<file path="src/design/pcm_pkg.sv">
// Package for the PWM capture measurement block: field widths and constants.
// No dependencies; used by the channel interfaces and the top level.
`default_nettype none

package pcm_pkg;

   localparam int CNT_BITS  = 16;                   // capture counter and tick fields
   localparam int RATE_BITS = 26;                   // tick rate / frequency
   localparam int DUTY_BITS = 15;                   // duty percent in Q8
   localparam int NUM_BITS  = CNT_BITS + DUTY_BITS; // dividend width of the shared divider

   localparam logic [DUTY_BITS-1:0] DUTY_FULL  = 15'd25600;    // 100 percent in Q8
   localparam logic [RATE_BITS-1:0] RATE_RESET = 26'd2000000;

endpackage

`default_nettype wire

</file>
<file path="src/design/pcm_req_if.sv">
// Input channel of the PWM capture measurement block: one capture timestamp.
// Depends on pcm_pkg.
`default_nettype none

interface pcm_req_if
   import pcm_pkg::*;
();
   logic                valid;
   logic                ready;
   logic [CNT_BITS-1:0] capture_time;

   modport source (output valid, output capture_time, input ready);
   modport sink   (input valid, input capture_time, output ready);
endinterface

`default_nettype wire

</file>
<file path="src/design/pcm_rsp_if.sv">
// Result channel of the PWM capture measurement block.
// Depends on pcm_pkg.
`default_nettype none

interface pcm_rsp_if
   import pcm_pkg::*;
();
   logic                 valid;
   logic                 ready;
   logic                 arm_rising;
   logic                 result_valid;
   logic [CNT_BITS-1:0]  on_time;
   logic [CNT_BITS-1:0]  period_ticks;
   logic [DUTY_BITS-1:0] duty_q8;
   logic [RATE_BITS-1:0] frequency_hz;

   modport source (output valid, output arm_rising, output result_valid, output on_time,
                   output period_ticks, output duty_q8, output frequency_hz, input ready);
   modport sink   (input valid, input arm_rising, input result_valid, input on_time,
                   input period_ticks, input duty_q8, input frequency_hz, output ready);
endinterface

`default_nettype wire

</file>
<file path="src/design/pwm_capture_measure_core.sv">
// PWM period/duty measurement from input-capture timestamps, top level.
// Depends on pcm_pkg, pcm_req_if and pcm_rsp_if.
//
// Usage:
//   req_ch  : one capture timestamp per transfer, taken at the edge that the
//             previous result armed (arm_rising). Edges of one PWM period:
//             rise (start), fall, rise (on time and period are updated).
//   rsp_ch  : one result per request: next edge to arm, a flag for a fresh
//             measurement, the held on time and period, duty (percent Q8,
//             saturated at 100) and frequency in Hz.
//   csr_*   : tick rate in Hz; user writes only while the block is idle, unchecked.
// Timing: one restoring divider (one quotient bit per cycle) is shared by
//   the duty and the frequency division. After a request transfer the
//   sequencer runs load, duty, frequency and done; the block takes the next
//   request only once the result has entered the output register.
// The output register frees the divider from the receiver: a stalled result
//   holds, the next request is taken, and its result waits in the final
//   sequencer step until the output register is free.
// Reset (synchronous, active high) returns to the first rising edge, clears
//   the held values and restores the tick rate to 2000000.
`default_nettype none

module pwm_capture_measure_core
   import pcm_pkg::*;
(
   input  wire logic                 clock,
   input  wire logic                 reset,
   pcm_req_if.sink                   req_ch,
   pcm_rsp_if.source                 rsp_ch,
   input  wire logic                 csr_wr_en,
   input  wire logic [RATE_BITS-1:0] csr_wr_data
);

   localparam int STEP_BITS = $clog2(NUM_BITS);
   localparam logic [STEP_BITS-1:0] LAST_STEP = STEP_BITS'(NUM_BITS - 1);

   typedef enum logic [1:0] {
      PH_START = 2'd0,
      PH_FALL  = 2'd1,
      PH_RISE  = 2'd2
   } phase_type;

   typedef enum logic [4:0] {
      ST_IDLE = 5'b00001,
      ST_LOAD = 5'b00010,
      ST_DUTY = 5'b00100,
      ST_FREQ = 5'b01000,
      ST_DONE = 5'b10000
   } seq_state_type;

   seq_state_type        state_ff, state_in;
   phase_type            phase_ff, phase_in;
   logic [RATE_BITS-1:0] rate_ff;
   logic [CNT_BITS-1:0]  first_rise_ff, first_rise_in;
   logic [CNT_BITS-1:0]  fall_ff, fall_in;
   logic [CNT_BITS-1:0]  on_ff, on_in;
   logic [CNT_BITS-1:0]  per_ff, per_in;
   logic                 arm_ff, arm_in;
   logic                 meas_ff, meas_in;

   // shared divider
   logic [NUM_BITS-1:0]  num_ff, num_in;
   logic [CNT_BITS-1:0]  rem_ff, rem_in;
   logic [STEP_BITS-1:0] step_ff, step_in;
   logic [CNT_BITS:0]    rem_sh;
   logic [CNT_BITS:0]    diff;
   logic                 take;
   logic [NUM_BITS-1:0]  quot;
   logic                 per_zero;
   logic [DUTY_BITS-1:0] duty_ff, duty_in;

   // output register
   logic                 rsp_valid_ff, rsp_valid_in;
   logic                 o_arm_ff, o_meas_ff;
   logic [CNT_BITS-1:0]  o_on_ff, o_per_ff;
   logic [DUTY_BITS-1:0] o_duty_ff;
   logic [RATE_BITS-1:0] o_freq_ff;
   logic                 out_load;
   logic                 req_xfer;

   assign req_ch.ready = (state_ff == ST_IDLE);
   assign req_xfer     = req_ch.valid && req_ch.ready;
   assign out_load     = (state_ff == ST_DONE) && (!rsp_valid_ff || rsp_ch.ready);

   assign rsp_ch.valid        = rsp_valid_ff;
   assign rsp_ch.arm_rising   = o_arm_ff;
   assign rsp_ch.result_valid = o_meas_ff;
   assign rsp_ch.on_time      = o_on_ff;
   assign rsp_ch.period_ticks = o_per_ff;
   assign rsp_ch.duty_q8      = o_duty_ff;
   assign rsp_ch.frequency_hz = o_freq_ff;

   // one restoring step per cycle
   assign rem_sh   = {rem_ff, num_ff[NUM_BITS-1]};
   assign diff     = rem_sh - {1'b0, per_ff};
   assign take     = !diff[CNT_BITS];
   assign quot     = {num_ff[NUM_BITS-2:0], take};
   assign per_zero = (per_ff == '0);

   // edge cycle bookkeeping
   always_comb begin
      phase_in      = phase_ff;
      first_rise_in = first_rise_ff;
      fall_in       = fall_ff;
      on_in         = on_ff;
      per_in        = per_ff;
      arm_in        = arm_ff;
      meas_in       = meas_ff;
      if (req_xfer) begin
         meas_in = 1'b0;
         unique case (phase_ff)
            PH_START: begin
               first_rise_in = req_ch.capture_time;
               phase_in      = PH_FALL;
               arm_in        = 1'b0;
            end
            PH_FALL: begin
               fall_in  = req_ch.capture_time;
               phase_in = PH_RISE;
               arm_in   = 1'b1;
            end
            default: begin
               on_in    = fall_ff - first_rise_ff;
               per_in   = req_ch.capture_time - first_rise_ff;
               phase_in = PH_START;
               arm_in   = 1'b1;
               meas_in  = 1'b1;
            end
         endcase
      end
   end

   // sequencer and divider
   always_comb begin
      state_in = state_ff;
      num_in   = num_ff;
      rem_in   = rem_ff;
      step_in  = step_ff;
      duty_in  = duty_ff;
      unique case (state_ff)
         ST_IDLE: begin
            if (req_xfer) begin
               state_in = ST_LOAD;
            end
         end
         ST_LOAD: begin
            num_in   = NUM_BITS'(on_ff) * NUM_BITS'(DUTY_FULL);
            rem_in   = '0;
            step_in  = '0;
            state_in = ST_DUTY;
         end
         ST_DUTY, ST_FREQ: begin
            num_in  = quot;
            rem_in  = take ? diff[CNT_BITS-1:0] : rem_sh[CNT_BITS-1:0];
            step_in = step_ff + 1'b1;
            if (step_ff == LAST_STEP) begin
               if (state_ff == ST_DUTY) begin
                  priority if (per_zero) begin
                     duty_in = '0;
                  end else if (quot > NUM_BITS'(DUTY_FULL)) begin
                     duty_in = DUTY_FULL;
                  end else begin
                     duty_in = quot[DUTY_BITS-1:0];
                  end
                  num_in   = NUM_BITS'(rate_ff);
                  rem_in   = '0;
                  step_in  = '0;
                  state_in = ST_FREQ;
               end else begin
                  state_in = ST_DONE;
               end
            end
         end
         ST_DONE: begin
            if (out_load) begin
               state_in = ST_IDLE;
            end
         end
         default: begin
            state_in = ST_IDLE;
         end
      endcase
   end

   always_comb begin
      rsp_valid_in = rsp_valid_ff;
      if (out_load) begin
         rsp_valid_in = 1'b1;
      end else if (rsp_ch.ready) begin
         rsp_valid_in = 1'b0;
      end
   end

   always_ff @(posedge clock) begin
      if (reset) begin
         state_ff      <= ST_IDLE;
         phase_ff      <= PH_START;
         rate_ff       <= RATE_RESET;
         first_rise_ff <= '0;
         fall_ff       <= '0;
         on_ff         <= '0;
         per_ff        <= '0;
         arm_ff        <= 1'b0;
         meas_ff       <= 1'b0;
         rsp_valid_ff  <= 1'b0;
      end else begin
         state_ff      <= state_in;
         phase_ff      <= phase_in;
         first_rise_ff <= first_rise_in;
         fall_ff       <= fall_in;
         on_ff         <= on_in;
         per_ff        <= per_in;
         arm_ff        <= arm_in;
         meas_ff       <= meas_in;
         rsp_valid_ff  <= rsp_valid_in;
         if (csr_wr_en) begin
            rate_ff <= csr_wr_data;
         end
      end
   end

   always_ff @(posedge clock) begin
      num_ff  <= num_in;
      rem_ff  <= rem_in;
      step_ff <= step_in;
      duty_ff <= duty_in;
      if (out_load) begin
         o_arm_ff  <= arm_ff;
         o_meas_ff <= meas_ff;
         o_on_ff   <= on_ff;
         o_per_ff  <= per_ff;
         o_duty_ff <= duty_ff;
         // quotient of the frequency pass, now complete
         o_freq_ff <= per_zero ? '0 : num_ff[RATE_BITS-1:0];
      end
   end

`ifndef ASSERT_OFF
   a_busy_after_xfer: assert property (@(posedge clock) disable iff (reset)
      req_xfer |=> !req_ch.ready)
      else $error("request taken while a measurement is in progress");

   a_duty_range: assert property (@(posedge clock) disable iff (reset)
      rsp_ch.valid |-> (rsp_ch.duty_q8 <= DUTY_FULL))
      else $error("duty above 100 percent");

   a_meas_arms_rise: assert property (@(posedge clock) disable iff (reset)
      (rsp_ch.valid && rsp_ch.result_valid) |-> rsp_ch.arm_rising)
      else $error("completed measurement must arm a rising edge");

   a_freq_bound: assert property (@(posedge clock) disable iff (reset)
      out_load |=> (rsp_ch.frequency_hz <= rate_ff))
      else $error("frequency exceeds tick rate");

   a_div_step: assert property (@(posedge clock) disable iff (reset)
      (state_ff == ST_DUTY) |-> (step_ff <= LAST_STEP))
      else $error("divider step count overran");
`endif

endmodule

`default_nettype wire
</file>
<file path="src/flat_wrapper.sv">
// flat-port wrapper written by rule: the top's interface ports become plain ports
module pwm_capture_measure_core_flat import pcm_pkg::*;
  (clock, reset, csr_wr_en, csr_wr_data, req_ch_valid, req_ch_capture_time, req_ch_ready, rsp_ch_valid, rsp_ch_arm_rising, rsp_ch_result_valid, rsp_ch_on_time, rsp_ch_period_ticks, rsp_ch_duty_q8, rsp_ch_frequency_hz, rsp_ch_ready);
  pcm_req_if req_ch_i ();
  pcm_rsp_if rsp_ch_i ();
  input  wire logic clock;
  input  wire logic reset;
  input  wire logic csr_wr_en;
  input  wire logic [RATE_BITS-1:0] csr_wr_data;
  input wire logic [$bits(req_ch_i.valid)-1:0] req_ch_valid;
  input wire logic [$bits(req_ch_i.capture_time)-1:0] req_ch_capture_time;
  output wire logic [$bits(req_ch_i.ready)-1:0] req_ch_ready;
  output wire logic [$bits(rsp_ch_i.valid)-1:0] rsp_ch_valid;
  output wire logic [$bits(rsp_ch_i.arm_rising)-1:0] rsp_ch_arm_rising;
  output wire logic [$bits(rsp_ch_i.result_valid)-1:0] rsp_ch_result_valid;
  output wire logic [$bits(rsp_ch_i.on_time)-1:0] rsp_ch_on_time;
  output wire logic [$bits(rsp_ch_i.period_ticks)-1:0] rsp_ch_period_ticks;
  output wire logic [$bits(rsp_ch_i.duty_q8)-1:0] rsp_ch_duty_q8;
  output wire logic [$bits(rsp_ch_i.frequency_hz)-1:0] rsp_ch_frequency_hz;
  input wire logic [$bits(rsp_ch_i.ready)-1:0] rsp_ch_ready;
  assign req_ch_i.valid = req_ch_valid;
  assign req_ch_i.capture_time = req_ch_capture_time;
  assign req_ch_ready = req_ch_i.ready;
  assign rsp_ch_valid = rsp_ch_i.valid;
  assign rsp_ch_arm_rising = rsp_ch_i.arm_rising;
  assign rsp_ch_result_valid = rsp_ch_i.result_valid;
  assign rsp_ch_on_time = rsp_ch_i.on_time;
  assign rsp_ch_period_ticks = rsp_ch_i.period_ticks;
  assign rsp_ch_duty_q8 = rsp_ch_i.duty_q8;
  assign rsp_ch_frequency_hz = rsp_ch_i.frequency_hz;
  assign rsp_ch_i.ready = rsp_ch_ready;
  pwm_capture_measure_core u_core (.clock(clock), .reset(reset), .req_ch(req_ch_i), .rsp_ch(rsp_ch_i), .csr_wr_en(csr_wr_en), .csr_wr_data(csr_wr_data));
endmodule
</file>
<file path="config.mk">
export PLATFORM = sky130hd
export DESIGN_NAME = pwm_capture_measure_core_flat
export DESIGN_NICKNAME = d
export VERILOG_FILES = /design/src/design/pcm_pkg.sv /design/src/design/pcm_req_if.sv /design/src/design/pcm_rsp_if.sv /design/src/design/pwm_capture_measure_core.sv /design/src/flat_wrapper.sv
export SDC_FILE = /design/constraint.sdc
export NUM_CORES = 1
export LEC_CHECK = 0
export ABC_AREA = 1
export BUFFER_PORTS_ARGS = -buffer_cell sky130_fd_sc_hd__buf_2
export CAP_MARGIN = 20
export CORE_ASPECT_RATIO = 1.2
export CORE_MARGIN = 2
export CORE_UTILIZATION = 35
export DETAILED_ROUTE_END_ITERATION = 16
export HOLD_SLACK_MARGIN = 0.02
export PLACE_DENSITY = 0.6
export SLEW_MARGIN = 10
export SYNTH_ARGS = -nofsm -noshare
export SYNTH_HDL_FRONTEND = slang
export SYNTH_SLANG_ARGS = --single-unit
</file>
<file path="constraint.sdc">
create_clock -name clock -period 12.3 [get_ports clock]
set_input_delay 1.23 -clock clock [delete_from_list [all_inputs] [get_ports clock]]
set_output_delay 1.23 -clock clock [all_outputs]
set_load 0.02 [all_outputs]
</file>
Yosys cells after proc, flatten, opt, wreduce, memory -nomap -nowiden
Index checks and enable logic that the tools add are counted.
{"block": "classes", "n_addsub": 4, "n_mul": 1, "n_lt_le_gt_ge": 1, "n_eq_ne": 10, "mux": 21, "n_bitwise": 1, "n_reduce_logical": 17}
{"op": "$mux W31", "n": 2}
{"op": "$pmux W31 S2", "n": 1}
{"op": "$mux W16", "n": 3}
{"op": "$pmux W16 S2", "n": 1}
{"op": "$sub A16 B16 Y16", "n": 2}
{"op": "$gt A31 B15 Y1 const B", "n": 1}
{"op": "$mux W5", "n": 6}
{"op": "$mul A16 B5 Y21 const B", "n": 1}
{"op": "$pmux W5 S4", "n": 1}
{"op": "$sub A17 B16 Y17", "n": 1}
{"op": "$logic_not A16 Y1", "n": 1}
{"op": "$mux W15", "n": 1}
{"op": "$eq A5 B5 Y1 const B", "n": 2}
{"op": "$pmux W5 S2", "n": 1}
{"op": "$reduce_and A2 Y1", "n": 3}
{"op": "$reduce_and A3 Y1", "n": 2}
{"op": "$reduce_or A2 Y1", "n": 3}
{"op": "$add A5 B1 Y5 const B", "n": 1}
{"op": "$eq A5 B1 Y1 const B", "n": 1}
{"op": "$eq A5 B2 Y1 const B", "n": 1}
{"op": "$eq A5 B3 Y1 const B", "n": 1}
{"op": "$eq A5 B4 Y1 const B", "n": 1}
{"op": "$mux W1", "n": 4}
{"op": "$ne A2 B1 Y1 const B", "n": 2}
{"op": "9 further kinds", "n": 12}
{"block": "word_totals", "ff_bits": 242, "in_bits": 47, "output_inout_bits": 77}

Logic depth before layout (Yosys ltp)
Gate-level depths: netlist of the first run.
{"block": "logic_depth", "depth_word": 5, "depth_mapped": 16, "depth_no_buf": 15}

Worst setup path before layout of the first run
Ideal clock, no wire load.
{"block": "synth_timing", "path_kind": "input-to-reg", "startpoint": "input port rsp_ch_ready", "endpoint": "register u_core.o_arm_ff, in the netlist u_core.rsp_ch.arm_rising (enable)", "setup_time_ns": 0.511, "t_arrival_ns": 4.537, "path_slack_ns": 7.252, "path_stages": 3, "n_path_buf": 0, "path_cell_list": "or2_2 inv_1 nor2_1"}
{"block": "synth_between", "elab_chain_cells": 2}
{"item": "start, declared", "line": "flat_wrapper.sv:20", "text": "input wire logic [$bits(rsp_ch_i.ready)-1:0] rsp_ch_ready;"}
{"item": "$logic_or A1 B1 Y1", "line": "pwm_capture_measure_core.sv:83", "text": "assign out_load = (state_ff == ST_DONE) && (!rsp_valid_ff || rsp_ch.ready);"}
{"item": "$logic_and A1 B1 Y1", "line": "pwm_capture_measure_core.sv:83"}
{"item": "named net u_core.out_load", "line": "pwm_capture_measure_core.sv:78", "text": "logic out_load;"}
{"item": "end signal, assigned", "line": "pwm_capture_measure_core.sv:228", "text": "o_arm_ff <= arm_ff;"}
{"item": "end, declared", "line": "pwm_capture_measure_core.sv:74", "text": "logic o_arm_ff, o_meas_ff;"}
The timed path passes the listed nets, and every way through them passes these cells.
A chain may end at the register's enable or synchronous reset.

Worst setup path after layout of the first run
{"block": "layout_timing", "startpoint": "register u_core.on_ff[5]", "endpoint": "register u_core.num_ff[30], data pin"}
{"block": "layout_between", "elab_chain_cells": 2}
{"item": "start, declared", "line": "pwm_capture_measure_core.sv:56", "text": "logic [CNT_BITS-1:0] on_ff, on_in;"}
{"item": "start signal, assigned", "line": "pwm_capture_measure_core.sv:211", "text": "on_ff <= on_in;"}
{"item": "$mul A16 B5 Y21", "line": "pwm_capture_measure_core.sv:147", "text": "num_in = NUM_BITS'(on_ff) * NUM_BITS'(DUTY_FULL);"}
{"item": "$pmux W31 S2", "line": "pwm_capture_measure_core.sv:140", "text": "unique case (state_ff)"}
{"item": "named net u_core.num_in[30]", "line": "pwm_capture_measure_core.sv:62", "text": "logic [NUM_BITS-1:0] num_ff, num_in;"}
{"item": "end signal, assigned", "line": "pwm_capture_measure_core.sv:223", "text": "num_ff <= num_in;"}
{"item": "end, declared", "line": "pwm_capture_measure_core.sv:62"}
The timed path passes the listed nets, and every way through them passes these cells.

==> summary.log, run 1 <==
[global_routing] Total GRT Usage 16.2%
[clock_network] count of instances resized after the clock tree is built 0
[layout] Filler cells 3905
[yosys] share of cell area taken by muxes after synthesis 0%
[layout] fraction of layout cells with a size suffix above 1 11.5%
[worst_setup_path] logic depth of the worst register-to-register path 14
[clock_network] number of sinks handled by clock tree synthesis 242
[sta] max_slew headroom 37.6%
[routing] DRC violation total after the first TritonRoute iteration 713
[yosys] Yosys cell types 45
[hold_path] worst min-delay path class flip-flop to flip-flop
[routing] total routed wirelength 32.6 mm
[clock_network] cts bufs inserted 26
[yosys] largest cells by area after synthesis sky130_fd_sc_hd__edfxtp_1 31%, sky130_fd_sc_hd__dfxtp_1 15%, sky130_fd_sc_hd__nand2_1 9.7%
[sta] worst path setup slack after routing 9230 ps
[global_routing] first-pass GRT wire length 52.5 mm
[die] Rows 79
[layout] Final Util 40.3%
[yosys] share of flip-flops with an asynchronous set or reset 0%
[yosys] most numerous cell in the Yosys netlist sky130_fd_sc_hd__nand2_1
[yosys] count of flip-flops with a built-in enable after synthesis 142
[sta] Final Setup Violations 0
[clock_network] clock input transition at the sequential cells of the worst setup and hold paths 60 ps
[routing] final routed DRC violation total 0
[yosys] prevailing post-synth register cell sky130_fd_sc_hd__edfxtp_1
[worst_setup_path] Crit. End Element flip-flop
[placement] port bufs 123
[run_status] outcome completed
[clock_network] post-cts hold buffer count 0
[yosys] proportion of netlist area held by the largest area contributor 31.4%
[die] initial core utilization 35.3%
[routing] ratio of routed vias to standard cells 4.81
[routing] Routed Antenna Nets 0
[power_and_ir_drop] worst vdd rail ir drop 0.0815 mV
[worst_setup_path] startpoint of the worst register-to-register path u_core.on_ff[5]
[die] width of the die 184 um
[sta] measured slew at the worst slew-check pin 935 ps
[sta] clock period minus worst slack 3070 ps
[worst_setup_path] setup slack, reg-to-reg 9230 ps
[global_routing] vias in the first global route 10400
[worst_setup_path] startpoint type of the worst setup path flip-flop
[yosys] number of register bits inferred by synthesis 242
[yosys] area of the mapped netlist 13600 um^2
[die] chip height 220 um
[yosys] post-synthesis net count 1812
[global_routing] maximum number of pins on one net before global-route repair 53
[sta] unrepaired setup endpoints after global routing no
[placement] HPWL Detailed 24.8 mm
[worst_setup_path] required time at the endpoint of the critical path 12580 ps
[worst_setup_path] critical path launch point u_core.on_ff[5]
[yosys] sequential area share after synthesis 46.1%
[clock_network] Post-CTS Setup Inserts 0
[placement] routability cong. 0.872
[routing] post-DR wirelength/cell 14.4 um
[power_and_ir_drop] post-route total power 0.00205 W
[yosys] complex-gate fraction of the synthesized area 10.4%
[layout] Diodes inserted 0
[sta] Setup Skew 16.1 ps
[sta] share of the cycle needed by the critical path after routing 25.0%
[global_routing] final global-route overflow total 0
[sta] hold violation total from the final report 0
[yosys] number of cells produced by synthesis 1651
[global_routing] antenna violations before repair 1
[yosys] average cell area after synthesis 8.24 um^2
[routing] first-pass iteration count of the detailed router 7
[yosys] xor and xnor area share after synthesis 1.55%
[clock_network] Root Driver sky130_fd_sc_hd__clkbuf_16
[sta] Final TNS setup 0 ps
[clock_network] CTS tree built
[worst_setup_path] arrival time of the worst setup path 3350 ps
[placement] dpl ws 9010 ps
[layout] Synth-to-Final Area Change 14.3%
[routing] total met3 wirelength after detailed routing 1.50 mm
[die] count of pins on the block boundary 124
[layout] number of nets in the final layout 1926
[yosys] largest family of logic cells by synthesized area simple AND/OR/NAND/NOR gates
[clock_network] H-tree levels 1
[worst_setup_path] largest driver fanout on the critical path 5
[yosys] post-synthesis share of cell area spent on full adders, half adders and majority gates 11.3%
[die] floorplan die area 40500 um^2
[worst_setup_path] crit path kind flip-flop to flip-flop
[power_and_ir_drop] power density of the placed cells 132 nW/um^2
[worst_setup_path] reg-to-reg endpoint u_core.num_ff[30]
[routing] top layer used by detailed routing met5
[yosys] simple-gate share of the synthesized area 21.5%
[worst_setup_path] end point of the critical path u_core.num_ff[30]
[hold_path] Cells on Worst Hold Path 0
[clock_network] maximum count of clock buffers along a single path 3
[sta] max-slew violations 0
[routing] detailed route wirelength on metal2 15.8 mm
[die] total core area 38500 um^2
[sta] highest achievable clock rate 325 MHz
[routing] wire length on met1 14.5 mm
[clock_network] worst-skew pair later-pin latency 540 ps
[yosys] synth warn 0
[yosys] top cells by count, synth 352 x sky130_fd_sc_hd__nand2_1, 268 x sky130_fd_sc_hd__inv_1, 191 x sky130_fd_sc_hd__nor2_1, 142 x sky130_fd_sc_hd__edfxtp_1, 119 x sky130_fd_sc_hd__a21oi_1
[yosys] cell taking the most area after synthesis sky130_fd_sc_hd__edfxtp_1
[routing] vias post-DR 10900
[power_and_ir_drop] leakage power summed over all cells 7.41 nW
[flow_run] Max Cap Violations 0
critical path, cell delays in order (launching register included):
cell	delay, ps
sky130_fd_sc_hd__dfxtp_1	490
sky130_fd_sc_hd__ha_1	290
sky130_fd_sc_hd__ha_1	290
sky130_fd_sc_hd__inv_1	50
sky130_fd_sc_hd__fa_1	490
sky130_fd_sc_hd__inv_1	40
sky130_fd_sc_hd__ha_1	350
sky130_fd_sc_hd__a21oi_1	210
sky130_fd_sc_hd__nor2_1	60
sky130_fd_sc_hd__nor2_1	80
sky130_fd_sc_hd__nand2_1	110
sky130_fd_sc_hd__nand2_1	100
sky130_fd_sc_hd__nand3_1	70
sky130_fd_sc_hd__nand3_1	80
sky130_fd_sc_hd__nand2_1	80
sequential cells by signal, summed over array words and instances (netlist names), 5 cells and up:
signal	count
u_core.num_ff	31
u_core.rate_ff	26
u_core.rsp_ch.frequency_hz	26
u_core.fall_ff	16
u_core.first_rise_ff	16
u_core.on_ff	16
u_core.per_ff	16
u_core.rem_ff	16
u_core.rsp_ch.on_time	16
u_core.rsp_ch.period_ticks	16
u_core.duty_ff	15
u_core.rsp_ch.duty_q8	15
u_core.state_ff	5
u_core.step_ff	5
kinds of logic after synthesis:
family                   Yosys count
AND/OR/NAND/NOR                  691
buffers and inverters            317
XOR/XNOR                          24
adder cells (fa/ha/maj)          114
AO/OA/AOI/OAI                    263
flip-flops                       242
power breakdown:
part	internal, W	leakage, nW	switching (W)
sequential	0.000884	2.11	0.0000161
clock	0.000488	0.429	0.000329
combinational	0.000111	4.87	0.000217
total	0.00148	7.41	0.000563
worst min path at each step:
stage / slack, ps / from / endpoint
after floorplan: 400 / u_core.duty_ff[0] / u_core.rsp_ch.duty_q8[0]
after global placement: 400 / u_core.duty_ff[4] / u_core.rsp_ch.duty_q8[4]
after detailed placement: 400 / u_core.duty_ff[1] / u_core.rsp_ch.duty_q8[1]
after CTS: 420 / u_core.duty_ff[8] / u_core.rsp_ch.duty_q8[8]
after global routing: 430 / u_core.duty_ff[9] / u_core.rsp_ch.duty_q8[9]
final: 420 / u_core.duty_ff[8] / u_core.rsp_ch.duty_q8[8]
per-stage QoR:
| stage | instances | instance area (um^2) | hold slack (ps) |
|---|---|---|---|
| after detailed placement | 2223 | 14700 | 405 |
| final | 2271 | 15500 | 419 |
| after CTS | 2271 | 15500 | 419 |
| after floorplan | 1651 | 13600 | 400 |
| after global routing | 2271 | 15500 | 426 |
| after global placement | 2223 | 14700 | 402 |
cell usage in the layout, fill, tap and decap left out, types with 7 or more instances in the layout:
cell type,instances
sky130_fd_sc_hd__nand2_1,351
sky130_fd_sc_hd__inv_1,267
sky130_fd_sc_hd__nor2_1,190
sky130_fd_sc_hd__edfxtp_1,142
sky130_fd_sc_hd__buf_2,123
sky130_fd_sc_hd__a21oi_1,119
sky130_fd_sc_hd__ha_1,100
sky130_fd_sc_hd__dfxtp_1,100
sky130_fd_sc_hd__o21ai_0,96
sky130_fd_sc_hd__nand3_1,88
sky130_fd_sc_hd__clkbuf_16,27
sky130_fd_sc_hd__nand4_1,18
sky130_fd_sc_hd__o21ai_1,17
sky130_fd_sc_hd__fa_1,14
sky130_fd_sc_hd__xor2_1,12
sky130_fd_sc_hd__xnor2_1,12
sky130_fd_sc_hd__a22oi_1,7
final cells by class:
type	count	area (um^2)	share of cell area, %
inverter	275	1040	6.69
sequential	242	6270	40.3
clock buffer	33	698	4.49
tap	486	608	3.91
clock inverter	15	190	1.22
multi-input combinational	1092	6090	39.2
timing repair buffer	128	653	4.20
routing by layer:
layer  track usage, %  up-vias
li1                 -     5601
met1             20.0     5037
met2             29.0      232
met3             2.35       41
met4             5.12        2
met5                0        -
Note: power is estimated with default switching activity, not from simulation.
==> run 2, diff against run 1 <==
==> constraint.sdc (replaced) <==
create_clock -name clock -period 3 [get_ports clock]
set_input_delay 0.3 -clock clock [delete_from_list [all_inputs] [get_ports clock]]
set_output_delay 0.3 -clock clock [all_outputs]
set_load 0.02 [all_outputs]
==> summary.log, run 2 (synthesized netlist as in run 1, its figures left out) <==
[layout] leading cell types in the layout, fill and taps excluded 346 x sky130_fd_sc_hd__nand2_1, 267 x sky130_fd_sc_hd__inv_1, 190 x sky130_fd_sc_hd__nor2_1, 142 x sky130_fd_sc_hd__edfxtp_1, 123 x sky130_fd_sc_hd__buf_2
[global_routing] first-pass GRT wire length 55.2 mm
[sta] max_slew headroom 45.8%
[worst_setup_path] most common cell type on the critical path sky130_fd_sc_hd__nand2_1
[sta] measured slew at the worst slew-check pin 811 ps
[layout] count of non-filler cells in the finished layout 2311
[worst_setup_path] cell class contributing the biggest share of worst-path delay adder cells
[worst_setup_path] crit path buf inv count 2
[clock_network] H-tree levels 1
[routing] vias post-DR 11100
[global_routing] antenna violations before repair 2
[global_routing] Total GRT Usage 17.0%
[layout] number of nets in the final layout 1966
[sta] max-slew violations 0
[layout] Multi-input gate area 6230 um^2
[die] width of the die 184 um
[routing] first-pass iteration count of the detailed router 7
[clock_network] Root Driver sky130_fd_sc_hd__clkbuf_16
[sta] worst path setup slack after routing 159 ps
[worst_setup_path] logic depth of the worst register-to-register path 13
[layout] Synth-to-Final Area Change 17.9%
[worst_setup_path] required time at the endpoint of the critical path 3300 ps
[layout] Diodes inserted 0
[sta] unrepaired setup endpoints after global routing yes
[layout] most common cell after layout, fill and taps aside sky130_fd_sc_hd__nand2_1
[worst_setup_path] Crit. End Element flip-flop
[clock_network] CTS tree built
[layout] Filler cells 3887
[placement] Placed Cells 2235
[hold_path] Cells on Worst Hold Path 3
[worst_setup_path] worst-path cell chain ha_1 > ha_1 > inv_1 > fa_1 > inv_1 > ha_2 > nand2_1 > o21ai_0 > a21oi_1 > nand2_1 > nand2_1 > nand3_1 > nand2_1
[worst_setup_path] startpoint type of the worst setup path flip-flop
[die] chip height 220 um
[clock_network] maximum count of clock buffers along a single path 3
[hold_path] worst min-delay path class input pin to flip-flop
[power_and_ir_drop] worst vdd rail ir drop 0.383 mV
[layout] fraction of layout cells with a size suffix above 1 13.8%
[sta] WHS 34.6 ps
[routing] ratio of routed vias to standard cells 4.78
[global_routing] vias in the first global route 11000
[die] initial core utilization 35.3%
[layout] Largest regs u_core.num_ff: 31 flops, u_core.rate_ff: 26 flops, u_core.rsp_ch.frequency_hz: 26 flops
[worst_setup_path] Crit path largest cell delay 490 ps
[clock_network] clock input transition at the sequential cells of the worst setup and hold paths 60 ps
[power_and_ir_drop] power density of the placed cells 513 nW/um^2
[power_and_ir_drop] leakage power summed over all cells 7.58 nW
[clock_network] cts bufs inserted 27
[routing] post-DR wirelength/cell 14.9 um
[routing] total routed wirelength 34.5 mm
[worst_setup_path] slowest cell on the critical path sky130_fd_sc_hd__fa_1
[placement] routability cong. 0.901
[sta] share of the cycle needed by the critical path after routing 94.7%
[sta] Final Setup Violations 0
[sta] Final TNS setup 0 ps
[placement] port bufs 123
[sta] clock period minus worst slack 2840 ps
[global_routing] maximum number of pins on one net before global-route repair 53
[placement] HPWL Detailed 26.2 mm
[die] floorplan die area 40500 um^2
[placement] dpl ws 31.7 ps
[worst_setup_path] arrival time of the worst setup path 3150 ps
[die] count of pins on the block boundary 124
[sta] hold violation total from the final report 0
[routing] final routed DRC violation total 0
[global_routing] final global-route overflow total 0
[sta] Setup Skew 14.8 ps
[worst_setup_path] largest driver fanout on the critical path 5
[clock_network] worst-skew pair later-pin latency 550 ps
[die] Rows 79
[sta] highest achievable clock rate 352 MHz
[die] total core area 38500 um^2
[routing] Routed Antenna Nets 0
[worst_setup_path] crit path kind flip-flop to flip-flop
[layout] register bank with the most flops u_core.num_ff
[run_status] outcome completed
[routing] DRC violation total after the first TritonRoute iteration 602
[layout] Largest register FFs 31
[worst_setup_path] total stage count of the critical path 13
[layout] area occupied by registers 6270 um^2
[flow_run] Max Cap Violations 0
[clock_network] number of sinks handled by clock tree synthesis 242
## run 2: per-stage QoR
step	power [W]	cell area (um^2)	utilization [%]
after global placement	0.00512	14800	38.4
after floorplan	0.00477	13600	-
after global routing	0.00866	16000	41.6
after CTS	0.00830	15900	41.2
final	0.00822	16000	41.6
after detailed placement	0.00513	14800	38.4
## run 2: power breakdown
group          internal (W)  switching (W)  total, W
clock network       0.00177        0.00136   0.00312
registers           0.00363      0.0000637   0.00369
logic              0.000497       0.000912   0.00141
## run 2: tightest hold or removal path, stage by stage
cell,delay (ps)
sky130_fd_sc_hd__buf_2,80
sky130_fd_sc_hd__nor2_1,60
sky130_fd_sc_hd__nor2_1,100
## run 2: what timing repair did
action | 4_1_cts | 5_1_grt
setup endpoints to repair | 0 | 18
buffers inserted | 0 | 1
hold endpoints to repair | 25 | 0
hold buffers | 25 | 0
gates resized for setup | 0 | 38
## run 2: worst paths after layout
check | to | startpoint | slack [ps]
setup / recovery | u_core.num_ff[27] | u_core.on_ff[11] | 160
hold / removal | u_core.rate_ff[25] | csr_wr_data[25] | 30
setup reg to reg | u_core.num_ff[27] | u_core.on_ff[11] | 160
hold reg to reg | u_core.rsp_ch.duty_q8[13] | u_core.duty_ff[13] | 420
## run 2: area by class of cell
| cell class | count | share of cell area [%] |
|---|---|---|
| sequential | 242 | 39.1 |
| multi-input combinational | 1092 | 38.9 |
| timing repair buffer | 167 | 6.60 |
| inverter | 275 | 6.48 |
| clock buffer | 32 | 4.39 |
| tap | 486 | 3.79 |
| clock inverter | 17 | 0.765 |
## run 2: routing by layer
layer / track usage [%] / vias up / routed length (um)
met5: 0 / - / 32
met4: 5.12 / 4 / 799
met3: 2.18 / 45 / 1550
met2: 31.1 / 237 / 16900
met1: 20.7 / 5082 / 15300
li1: - / 5683 / -
